<file path="src/sv/bbdc_pkg.sv">
package bbdc_pkg;

  // q15 one and its 16 bit code
  localparam int unsigned Q_ONE = 32768;
  localparam logic [15:0] Q_ONE_Q15 = 16'(Q_ONE);

  // field widths
  localparam int unsigned DATA_W = 16;
  localparam int unsigned MIN_W = 13;
  localparam int unsigned CFG_IDX_W = 8;
  localparam int unsigned OUT_DATA_W = 5 * DATA_W;

  // register indexes and reset values
  localparam logic [CFG_IDX_W-1:0] CFG_PERIOD = 8'd0;
  localparam logic [CFG_IDX_W-1:0] CFG_MIN_DUTY = 8'd1;
  localparam logic [DATA_W-1:0] PERIOD_RST = 16'd54400;
  localparam logic [MIN_W-1:0] MIN_DUTY_RST = 13'd544;

  // reciprocal 2^30 / s: 16 quotient bits, two restoring steps per stage
  localparam int unsigned RECIP_STEPS = 2;
  localparam int unsigned RECIP_STAGES = DATA_W / RECIP_STEPS;
  localparam logic [DATA_W-1:0] RECIP_REM_INIT = 16'(Q_ONE / 2);

  // item data that rides alongside the reciprocal
  typedef struct packed {
    logic              boost_mode;
    logic [DATA_W-1:0] buck_q15;
  } bbdc_side_t;

endpackage

</file>
<file path="src/sv/bbdc_recip.sv">
module bbdc_recip (
  input  logic                                clk,
  input  logic                                rst_n,
  input  logic                                en,
  input  logic                                in_vld,
  input  logic [bbdc_pkg::DATA_W-1:0]         in_div,
  input  bbdc_pkg::bbdc_side_t                in_side,
  output logic                                out_vld,
  output logic [bbdc_pkg::DATA_W-1:0]         out_quo,
  output bbdc_pkg::bbdc_side_t                out_side
);

  localparam int unsigned ST = bbdc_pkg::RECIP_STAGES;
  localparam int unsigned W = bbdc_pkg::DATA_W;

  logic [ST-1:0] vld_r;
  logic [W-1:0]  rem_r  [ST];
  logic [W-1:0]  div_r  [ST];
  logic [W-1:0]  quo_r  [ST];
  bbdc_pkg::bbdc_side_t side_r [ST];

  for (genvar k = 0; k < ST; k++) begin : g_stg
    logic                 vld_src;
    logic [W-1:0]         rem_src;
    logic [W-1:0]         div_src;
    logic [W-1:0]         quo_src;
    bbdc_pkg::bbdc_side_t side_src;
    logic [W-1:0]         rem_nxt;
    logic [W-1:0]         quo_nxt;

    if (k == 0) begin : g_first
      assign vld_src  = in_vld;
      assign rem_src  = bbdc_pkg::RECIP_REM_INIT;
      assign div_src  = in_div;
      assign quo_src  = '0;
      assign side_src = in_side;
    end else begin : g_next
      assign vld_src  = vld_r[k-1];
      assign rem_src  = rem_r[k-1];
      assign div_src  = div_r[k-1];
      assign quo_src  = quo_r[k-1];
      assign side_src = side_r[k-1];
    end

    // restoring steps, remainder stays below the divisor
    always_comb begin : p_step
      logic [W:0] trial;
      rem_nxt = rem_src;
      quo_nxt = quo_src;
      for (int j = 0; j < int'(bbdc_pkg::RECIP_STEPS); j++) begin
        trial = {rem_nxt, 1'b0};
        if (trial >= {1'b0, div_src}) begin
          rem_nxt = W'(trial - {1'b0, div_src});
          quo_nxt = {quo_nxt[W-2:0], 1'b1};
        end else begin
          rem_nxt = trial[W-1:0];
          quo_nxt = {quo_nxt[W-2:0], 1'b0};
        end
      end
    end

    always_ff @(posedge clk) begin
      if (!rst_n) begin
        vld_r[k] <= 1'b0;
      end else if (en) begin
        vld_r[k] <= vld_src;
      end
      if (en) begin
        rem_r[k]  <= rem_nxt;
        div_r[k]  <= div_src;
        quo_r[k]  <= quo_nxt;
        side_r[k] <= side_src;
      end
    end
  end

  assign out_vld  = vld_r[ST-1];
  assign out_quo  = quo_r[ST-1];
  assign out_side = side_r[ST-1];

endmodule

</file>
<file path="src/sv/buck_boost_duty_to_compare_core.sv">
// channel | dir | handshake          | payload
// cfg     | in  | cfg_valid/ready    | cfg_index (0 period, 1 min duty), cfg_data
// in      | in  | in_tvalid/tready   | in_tdata: ratio_q15
// out     | out | out_tvalid/tready  | out_tdata: compare one..three, buck, boost duty
//                                     | out_tuser: boost_mode
//
// one ratio accepted per cycle while the output is not stalled; a ratio passes 3 front stages,
// 8 reciprocal stages (2 quotient bits each), 3 multiply/sum stages, output reg
// rst_n is synchronous: clears all valid bits, loads config defaults
// a stalled output freezes the whole pipe; one skid entry still takes the
// next input transfer, so in_tready never depends on out_tready
module buck_boost_duty_to_compare_core (
  input  logic                                  clk,
  input  logic                                  rst_n,
  // config writes
  input  logic                                  cfg_valid,
  output logic                                  cfg_ready,
  input  logic [bbdc_pkg::CFG_IDX_W-1:0]        cfg_index,
  input  logic [bbdc_pkg::DATA_W-1:0]           cfg_data,
  // ratio stream
  input  logic                                  in_tvalid,
  output logic                                  in_tready,
  input  logic [bbdc_pkg::DATA_W-1:0]           in_tdata,   // [15:0] ratio_q15
  // compare stream
  output logic                                  out_tvalid,
  input  logic                                  out_tready,
  // [15:0] compare_one, [31:16] compare_two, [47:32] compare_three,
  // [63:48] buck_duty_q15, [79:64] boost_duty_q15
  output logic [bbdc_pkg::OUT_DATA_W-1:0]       out_tdata,
  output logic                                  out_tuser   // [0] boost_mode
);

  localparam int unsigned W = bbdc_pkg::DATA_W;

  // config registers
  logic [W-1:0]                 period_r;
  logic [bbdc_pkg::MIN_W-1:0]   min_r;
  logic [W-1:0]                 min16;
  logic [W-1:0]                 window;

  // flow control
  logic         en;
  logic         skid_vld_r;
  logic [W-1:0] skid_data_r;
  logic         src_vld;
  logic [W-1:0] src_ratio;
  logic         src_boost;

  // stage 1: mode and multiplier operand
  logic         s1_vld_r;
  logic         s1_boost_r;
  logic [W-1:0] s1_opnd_r;

  // stage 2: scaled ratio product
  logic [2*W-1:0] win_prod;
  logic           s2_vld_r;
  logic           s2_boost_r;
  logic [W-1:0]   s2_mul_r;

  // stage 3: buck duty and reciprocal divisor
  logic                 s3_vld_r;
  logic [W-1:0]         s3_div_r;
  bbdc_pkg::bbdc_side_t s3_side_r;
  logic [W-1:0]         scaled;
  logic [W-1:0]         buck_duty;

  // reciprocal output
  logic                 rc_vld;
  logic [W-1:0]         rc_quo;
  bbdc_pkg::bbdc_side_t rc_side;

  // stage 4: boost duty and overlap
  logic         s4_vld_r;
  logic         s4_mode_r;
  logic [W-1:0] s4_buck_r;
  logic [W-1:0] s4_bst_r;
  logic [W-1:0] s4_diff_r;

  // stage 5: period products
  logic [2*W-1:0] buck_prod;
  logic [2*W-1:0] bst_prod;
  logic [2*W-1:0] span_prod;
  logic           s5_vld_r;
  logic           s5_mode_r;
  logic [W-1:0]   s5_buck_r;
  logic [W-1:0]   s5_bst_r;
  logic [W-1:0]   s5_c1_r;
  logic [W-1:0]   s5_bterm_r;
  logic [W:0]     s5_span_r;

  // stage 6: limited span, second compare
  logic [W-1:0] span_lim;
  logic         s6_vld_r;
  logic         s6_mode_r;
  logic [W-1:0] s6_buck_r;
  logic [W-1:0] s6_bst_r;
  logic [W-1:0] s6_c1_r;
  logic [W-1:0] s6_c2_r;
  logic [W-1:0] s6_bterm_r;

  // output register
  logic         out_vld_r;
  logic         out_mode_r;
  logic [W-1:0] out_c1_r;
  logic [W-1:0] out_c2_r;
  logic [W-1:0] out_c3_r;
  logic [W-1:0] out_buck_r;
  logic [W-1:0] out_bst_r;

  // ---------------------------------------------------------------- config
  assign cfg_ready = 1'b1;

  always_ff @(posedge clk) begin
    if (!rst_n) begin
      period_r <= bbdc_pkg::PERIOD_RST;
      min_r    <= bbdc_pkg::MIN_DUTY_RST;
    end else if (cfg_valid) begin
      case (cfg_index)
        bbdc_pkg::CFG_PERIOD:   period_r <= cfg_data;
        bbdc_pkg::CFG_MIN_DUTY: min_r    <= cfg_data[bbdc_pkg::MIN_W-1:0];
        default: ;  // unknown index, write dropped
      endcase
    end
  end

  assign min16 = {{(W - bbdc_pkg::MIN_W){1'b0}}, min_r};
  // duty window between the two margins, never below 16386
  assign window = bbdc_pkg::Q_ONE_Q15 - {min16[W-2:0], 1'b0};

  // ---------------------------------------------------------- skid / enable
  // whole pipe moves unless a result sits unclaimed at the output
  assign en        = !out_vld_r || out_tready;
  assign in_tready = !skid_vld_r;
  assign src_vld   = skid_vld_r || in_tvalid;
  assign src_ratio = skid_vld_r ? skid_data_r : in_tdata;

  always_ff @(posedge clk) begin
    if (!rst_n) begin
      skid_vld_r <= 1'b0;
    end else if (en) begin
      skid_vld_r <= 1'b0;
    end else if (in_tvalid && !skid_vld_r) begin
      skid_vld_r <= 1'b1;
    end
    if (!skid_vld_r) begin
      skid_data_r <= in_tdata;
    end
  end

  // ---------------------------------------------------------------- stage 1
  // ratio above one: excess over one goes to the multiplier
  assign src_boost = src_ratio > bbdc_pkg::Q_ONE_Q15;

  always_ff @(posedge clk) begin
    if (!rst_n) begin
      s1_vld_r <= 1'b0;
    end else if (en) begin
      s1_vld_r <= src_vld;
    end
    if (en) begin
      s1_boost_r <= src_boost;
      s1_opnd_r  <= src_boost ? {1'b0, src_ratio[W-2:0]} : src_ratio;
    end
  end

  // ---------------------------------------------------------------- stage 2
  assign win_prod = s1_opnd_r * window;

  always_ff @(posedge clk) begin
    if (!rst_n) begin
      s2_vld_r <= 1'b0;
    end else if (en) begin
      s2_vld_r <= s1_vld_r;
    end
    if (en) begin
      s2_boost_r <= s1_boost_r;
      s2_mul_r   <= win_prod[2*W-2:W-1];   // q15 product, low 16 bits
    end
  end

  // ---------------------------------------------------------------- stage 3
  // boost: scaled lands in [one + min, 2 - min) so the reciprocal stays in range
  // buck: duty is one minus the scaled ratio, idle leg keeps the margin
  always_comb begin
    if (s2_boost_r) begin
      scaled    = s2_mul_r + bbdc_pkg::Q_ONE_Q15 + min16;
      buck_duty = min16;
    end else begin
      scaled    = s2_mul_r + min16;
      buck_duty = bbdc_pkg::Q_ONE_Q15 - scaled;
    end
  end

  always_ff @(posedge clk) begin
    if (!rst_n) begin
      s3_vld_r <= 1'b0;
    end else if (en) begin
      s3_vld_r <= s2_vld_r;
    end
    if (en) begin
      // buck items run through the divider with a harmless divisor
      s3_div_r             <= s2_boost_r ? scaled : '1;
      s3_side_r.boost_mode <= s2_boost_r;
      s3_side_r.buck_q15   <= buck_duty;
    end
  end

  // ------------------------------------------------------------- reciprocal
  bbdc_recip u_recip (
    .clk      (clk),
    .rst_n    (rst_n),
    .en       (en),
    .in_vld   (s3_vld_r),
    .in_div   (s3_div_r),
    .in_side  (s3_side_r),
    .out_vld  (rc_vld),
    .out_quo  (rc_quo),
    .out_side (rc_side)
  );

  // ---------------------------------------------------------------- stage 4
  // overlap = one - buck - boost; in boost mode that is quotient - margin
  always_ff @(posedge clk) begin
    if (!rst_n) begin
      s4_vld_r <= 1'b0;
    end else if (en) begin
      s4_vld_r <= rc_vld;
    end
    if (en) begin
      s4_mode_r <= rc_side.boost_mode;
      s4_buck_r <= rc_side.buck_q15;
      if (rc_side.boost_mode) begin
        s4_bst_r  <= bbdc_pkg::Q_ONE_Q15 - rc_quo;
        s4_diff_r <= rc_quo - min16;
      end else begin
        s4_bst_r  <= min16;
        s4_diff_r <= bbdc_pkg::Q_ONE_Q15 - rc_side.buck_q15 - min16;
      end
    end
  end

  // ---------------------------------------------------------------- stage 5
  assign buck_prod = s4_buck_r * period_r;
  assign bst_prod  = s4_bst_r * period_r;
  assign span_prod = s4_diff_r * period_r;

  always_ff @(posedge clk) begin
    if (!rst_n) begin
      s5_vld_r <= 1'b0;
    end else if (en) begin
      s5_vld_r <= s4_vld_r;
    end
    if (en) begin
      s5_mode_r  <= s4_mode_r;
      s5_buck_r  <= s4_buck_r;
      s5_bst_r   <= s4_bst_r;
      s5_c1_r    <= buck_prod[2*W-2:W-1];
      s5_bterm_r <= bst_prod[2*W-2:W-1];
      s5_span_r  <= span_prod[2*W-1:W-1];
    end
  end

  // ---------------------------------------------------------------- stage 6
  // span never exceeds one period
  assign span_lim = (s5_span_r > {1'b0, period_r}) ? period_r : s5_span_r[W-1:0];

  always_ff @(posedge clk) begin
    if (!rst_n) begin
      s6_vld_r <= 1'b0;
    end else if (en) begin
      s6_vld_r <= s5_vld_r;
    end
    if (en) begin
      s6_mode_r  <= s5_mode_r;
      s6_buck_r  <= s5_buck_r;
      s6_bst_r   <= s5_bst_r;
      s6_c1_r    <= s5_c1_r;
      s6_c2_r    <= s5_c1_r + {1'b0, span_lim[W-1:1]};
      s6_bterm_r <= s5_bterm_r;
    end
  end

  // ----------------------------------------------------------------- output
  always_ff @(posedge clk) begin
    if (!rst_n) begin
      out_vld_r <= 1'b0;
    end else if (en) begin
      out_vld_r <= s6_vld_r;
    end
    if (en) begin
      out_mode_r <= s6_mode_r;
      out_c1_r   <= s6_c1_r;
      out_c2_r   <= s6_c2_r;
      out_c3_r   <= s6_c2_r + s6_bterm_r;   // wraps at 16 bits
      out_buck_r <= s6_buck_r;
      out_bst_r  <= s6_bst_r;
    end
  end

  assign out_tvalid = out_vld_r;
  assign out_tdata  = {out_bst_r, out_buck_r, out_c3_r, out_c2_r, out_c1_r};
  assign out_tuser  = out_mode_r;

  // ------------------------------------------------------------- assertions
  // pipe comes out of reset empty and ready
  a_reset_empty: assert property (@(posedge clk)
    !rst_n |=> !out_tvalid && in_tready)
    else $error("pipe not empty after reset");

  // skid only fills behind a stalled result
  a_skid_behind_out: assert property (@(posedge clk) disable iff (!rst_n)
    skid_vld_r |-> out_tvalid)
    else $error("skid holds an item with no result waiting");

  // once the output moves, the skid entry enters the pipe
  a_skid_drains: assert property (@(posedge clk) disable iff (!rst_n)
    skid_vld_r && out_tready |=> !skid_vld_r && in_tready)
    else $error("skid entry not drained on output transfer");

endmodule
</file>
<file path="config.mk">
export PLATFORM = sky130hd
export DESIGN_NAME = buck_boost_duty_to_compare_core
export DESIGN_NICKNAME = d
export VERILOG_FILES = /design/src/sv/bbdc_pkg.sv /design/src/sv/bbdc_recip.sv /design/src/sv/buck_boost_duty_to_compare_core.sv
export SDC_FILE = /design/constraint.sdc
export NUM_CORES = 2
export LEC_CHECK = 0
export BUFFER_PORTS_ARGS = -buffer_cell sky130_fd_sc_hd__buf_2
export CAP_MARGIN = 10
export CORE_AREA = 5 5 472 474
export CTS_BUF_LIST = sky130_fd_sc_hd__clkbuf_2
export DETAILED_ROUTE_END_ITERATION = 12
export DIE_AREA = 0 0 477 479
export PLACE_DENSITY = 0.55
export SLEW_MARGIN = 25
export SYNTH_ARGS = -nofsm -noshare
export SYNTH_HDL_FRONTEND = slang
export SYNTH_SLANG_ARGS = --single-unit
</file>
<file path="constraint.sdc">
create_clock -name clk -period 32.7 [get_ports clk]
set_input_delay 3.27 -clock clk [delete_from_list [all_inputs] [get_ports clk]]
set_output_delay 3.27 -clock clk [all_outputs]
set_load 0.005 [all_outputs]
</file>
==> flow_summary.toml <==
[run_status]
status = "finished, final reports clean"

[sta]
hold_viol = 0
slew_violations = 0
finClkSkew_ns = 0.128
rsz0062_at_grt = "no"
period_minus_slack_ns = 8.40
slew_headroom = 0.268
setup-tns-final_ns = 0
fmax_mhz = 119
period_share = 0.257
worstMarginPinSlew_ns = 1.10
finalSetupViolCount = 0

[floorplanning]
placeableCoreArea_mm2 = 0.218
ioPinCount = 129
die_w_um = 477
initial_core_util = 0.348
die_area_mm2 = 0.228
core.rowCount = 172
dieHeight_um = 479

[global_route]
grt_usage = 0.165
grt_pass1_vias = 54652
antenna_found_initial = 10
grt_pass1_wl_um = 301000
grt_max_degree = 182
global_route.overflow_total = 0

[synthesis]
synth-edff-count = 792
synthCells = 7261
synth_top_family_by_area = "adder cells"
synth-adder-area-share = 0.327
synth-compound-area-share = 0.0754
synth-simple-area-share = 0.128
synth-async-reset-ratio = 0
synth_flop_cell = "edfxtp_1"
ys_seq_area_frac = 0.329
ys_types = 89
netlist_area_mm2 = 0.0760
yosys_warnings = 0
synth.net_count = 8833
avgSynthCellArea_um2 = 10.5
ys_ff_latch = 853
synth.mux.area_fraction = 0.0313
synth_xor_area_frac = 0.0391

[drt]
routed_wl_um = 190000
dr.first_iter.drc_count = 3034
via_count = 51698
drc = 0
post_drt_via_cell_ratio = 4.91
antenna_left = 0
wire_per_inst_um = 18.0
first_pass_iters = 5

[clocking]
cts-root-buf = "clkbuf_2"
clockBufferDepth = 3
clk_latency_ns = 1.74
cts_setup_buffers = 0
h-tree-depth = 4
ctsResizeCount = 0
clock_sink_count = 853
clkTransAtPathRegs_ns = 0.10
numCtsBuffers = 234
ctsHoldBuffers = 0
cts_tree = "yes"

[finish]
syn2layout_area_growth_pct = 8.32
drive_gt1_frac = 0.105
finalInstanceArea_mm2 = 0.0823
nets = 9031

[worst_setup_path]
crit_path_frequent_cell = "inv_1"
cpMaxStageDelayCell = "and2_1"
path_buf_inv = 7
crit_path_max_fanout = 13
max_stage_delay_ns = 0.71
reg2reg_setup_slack_ns = 24.30
worstSetupStartpointType = "flop"
crit_arrival_ns = 9.87
crit_path_end_kind = "flop"
worstSetupPathType = "reg -> reg"
cp_top_family = "adder cells"
cp.required_ns = 34.17

[placed_design]
post_dp_cell_area_mm2 = 0.0799
io_buffers = 127
dp_hpwl_um = 140000
gp_congestion = 0.856

[job]
drv_cap = 0

[worst_hold_path]
hold_class = "reg -> reg"
[cell type report]
class	instances	area, um2
inverters	1175	4420
fillers	21567	136000
repair buffers	198	1200
flip-flops and latches	853	25000
clock inverters	109	721
clock buffers	320	1600
well taps	2871	3590
diodes	11	27.5
multi-input cells	4997	45700
[worst reg2reg max path: cells and delay by family (launching register included)]
| kind | cells | cell delay (ns) |
|---|---|---|
| adders and majority gates | 8 | 3.66 |
| AOI/OAI and AO/OA | 8 | 2.32 |
| DFF | 1 | 0.45 |
| and+or+nand+nor | 4 | 1.20 |
| buffers and inverters | 7 | 0.55 |
| xor gates and xnor gates | 1 | 0.06 |
[Yosys cell counts, types with 10 or more instances]
cell type | n | area share
inv_1 | 1172 | 0.058
xor2_1 | 105 | 0.012
a21oi_1 | 224 | 0.015
and2_1 | 391 | 0.032
and3_1 | 34 | 0.0028
nor3_1 | 87 | 0.0057
nor4_1 | 20 | 0.0016
o21a_1 | 46 | 0.0045
a31oi_1 | 34 | 0.0028
clkbuf_1 | 221 | 0.011
nand4_1 | 53 | 0.0044
o211ai_1 | 31 | 0.0031
a211oi_1 | 25 | 0.0025
or4_1 | 10 | 0.00099
or3_1 | 36 | 0.0030
nand3_1 | 60 | 0.0040
a21boi_0 | 28 | 0.0028
fa_1 | 769 | 0.20
o21bai_1 | 30 | 0.0030
or2_2 | 14 | 0.0012
xnor2_1 | 234 | 0.027
a21o_1 | 109 | 0.011
dfxtp_1 | 61 | 0.016
mux2_2 | 157 | 0.023
nand2_1 | 902 | 0.045
nor2_1 | 255 | 0.013
edfxtp_1 | 792 | 0.31
o41ai_1 | 13 | 0.0015
mux2i_1 | 39 | 0.0051
o31ai_1 | 28 | 0.0028
nand2b_1 | 58 | 0.0048
nor2b_1 | 80 | 0.0066
o21ai_0 | 218 | 0.014
ha_1 | 758 | 0.12
[path summary, 6_finish.rpt]
path                                         from                        endpoint  cells past startpoint
setup / recovery            min_r[1]$_SDFFE_PN0P_          s2_mul_r[15]$_DFFE_PP_                     28
hold / removal    u_recip.side_r[0][56]$_DFFE_PP_  u_recip.side_r[1][5]$_DFFE_PP_                      0
setup reg to reg            min_r[1]$_SDFFE_PN0P_          s2_mul_r[15]$_DFFE_PP_                     28
hold reg to reg   u_recip.side_r[0][56]$_DFFE_PP_  u_recip.side_r[1][5]$_DFFE_PP_                      0
[per-layer routing]
metal	vias to the layer above	wire length, um	global-route usage
met3	285	9470	0.0301
met4	2	4150	0.0478
met5	-	13	0
met2	1156	92400	0.285
li1	24535	-	-
met1	25720	83500	0.213
[registers in the layout, summed over array words and instances, names as in the netlist, 17 cells and up]
register        cells
u_recip.side_r    136
u_recip.div_r     112
u_recip.quo_r      72
s5_span_r          17
u_recip.rem_r     112
s3_side_r          17
[layout by cell type, fill, tap and decap left out, types with 58 or more instances in the layout]
cell | netlist | routed
buf_2 | 5 | 127
xnor2_1 | 234 | 229
mux2_2 | 157 | 157
xor2_1 | 105 | 105
and2_1 | 391 | 391
edfxtp_1 | 792 | 792
nand2_1 | 902 | 902
clkbuf_2 | 0 | 320
clkinv_1 | 1 | 59
fa_1 | 769 | 769
o21ai_0 | 218 | 217
a21oi_1 | 224 | 224
inv_1 | 1172 | 1171
buf_4 | 3 | 68
nand3_1 | 60 | 60
nor2_1 | 255 | 253
nor3_1 | 87 | 87
ha_1 | 758 | 758
nand2b_1 | 58 | 58
nor2b_1 | 80 | 80
a21o_1 | 109 | 109
[cells by family after synthesis]
kind of cell,after synthesis
AOI/OAI and AO/OA,887
xor gates and xnor gates,339
adders and majority gates,1527
buffers and inverters,1411
DFF,853
muxes,213
other,1
and+or+nand+nor,2030
[per-stage QoR]
step | instances | setup WS, ns | hold WS [ns] | util
floorplan | 7261 | 6.17 | 0.400 | -
global placement | 10093 | 24.29 | 0.401 | 0.366
detailed placement | 10093 | 24.25 | 0.405 | 0.366
CTS | 10522 | 24.35 | 0.303 | 0.377
global route | 10534 | 23.90 | 0.293 | 0.377
finish | 10534 | 24.30 | 0.336 | 0.377
Power is not shown: default switching activity piles up to over one toggle a cycle in this logic, so the estimate is an artifact.
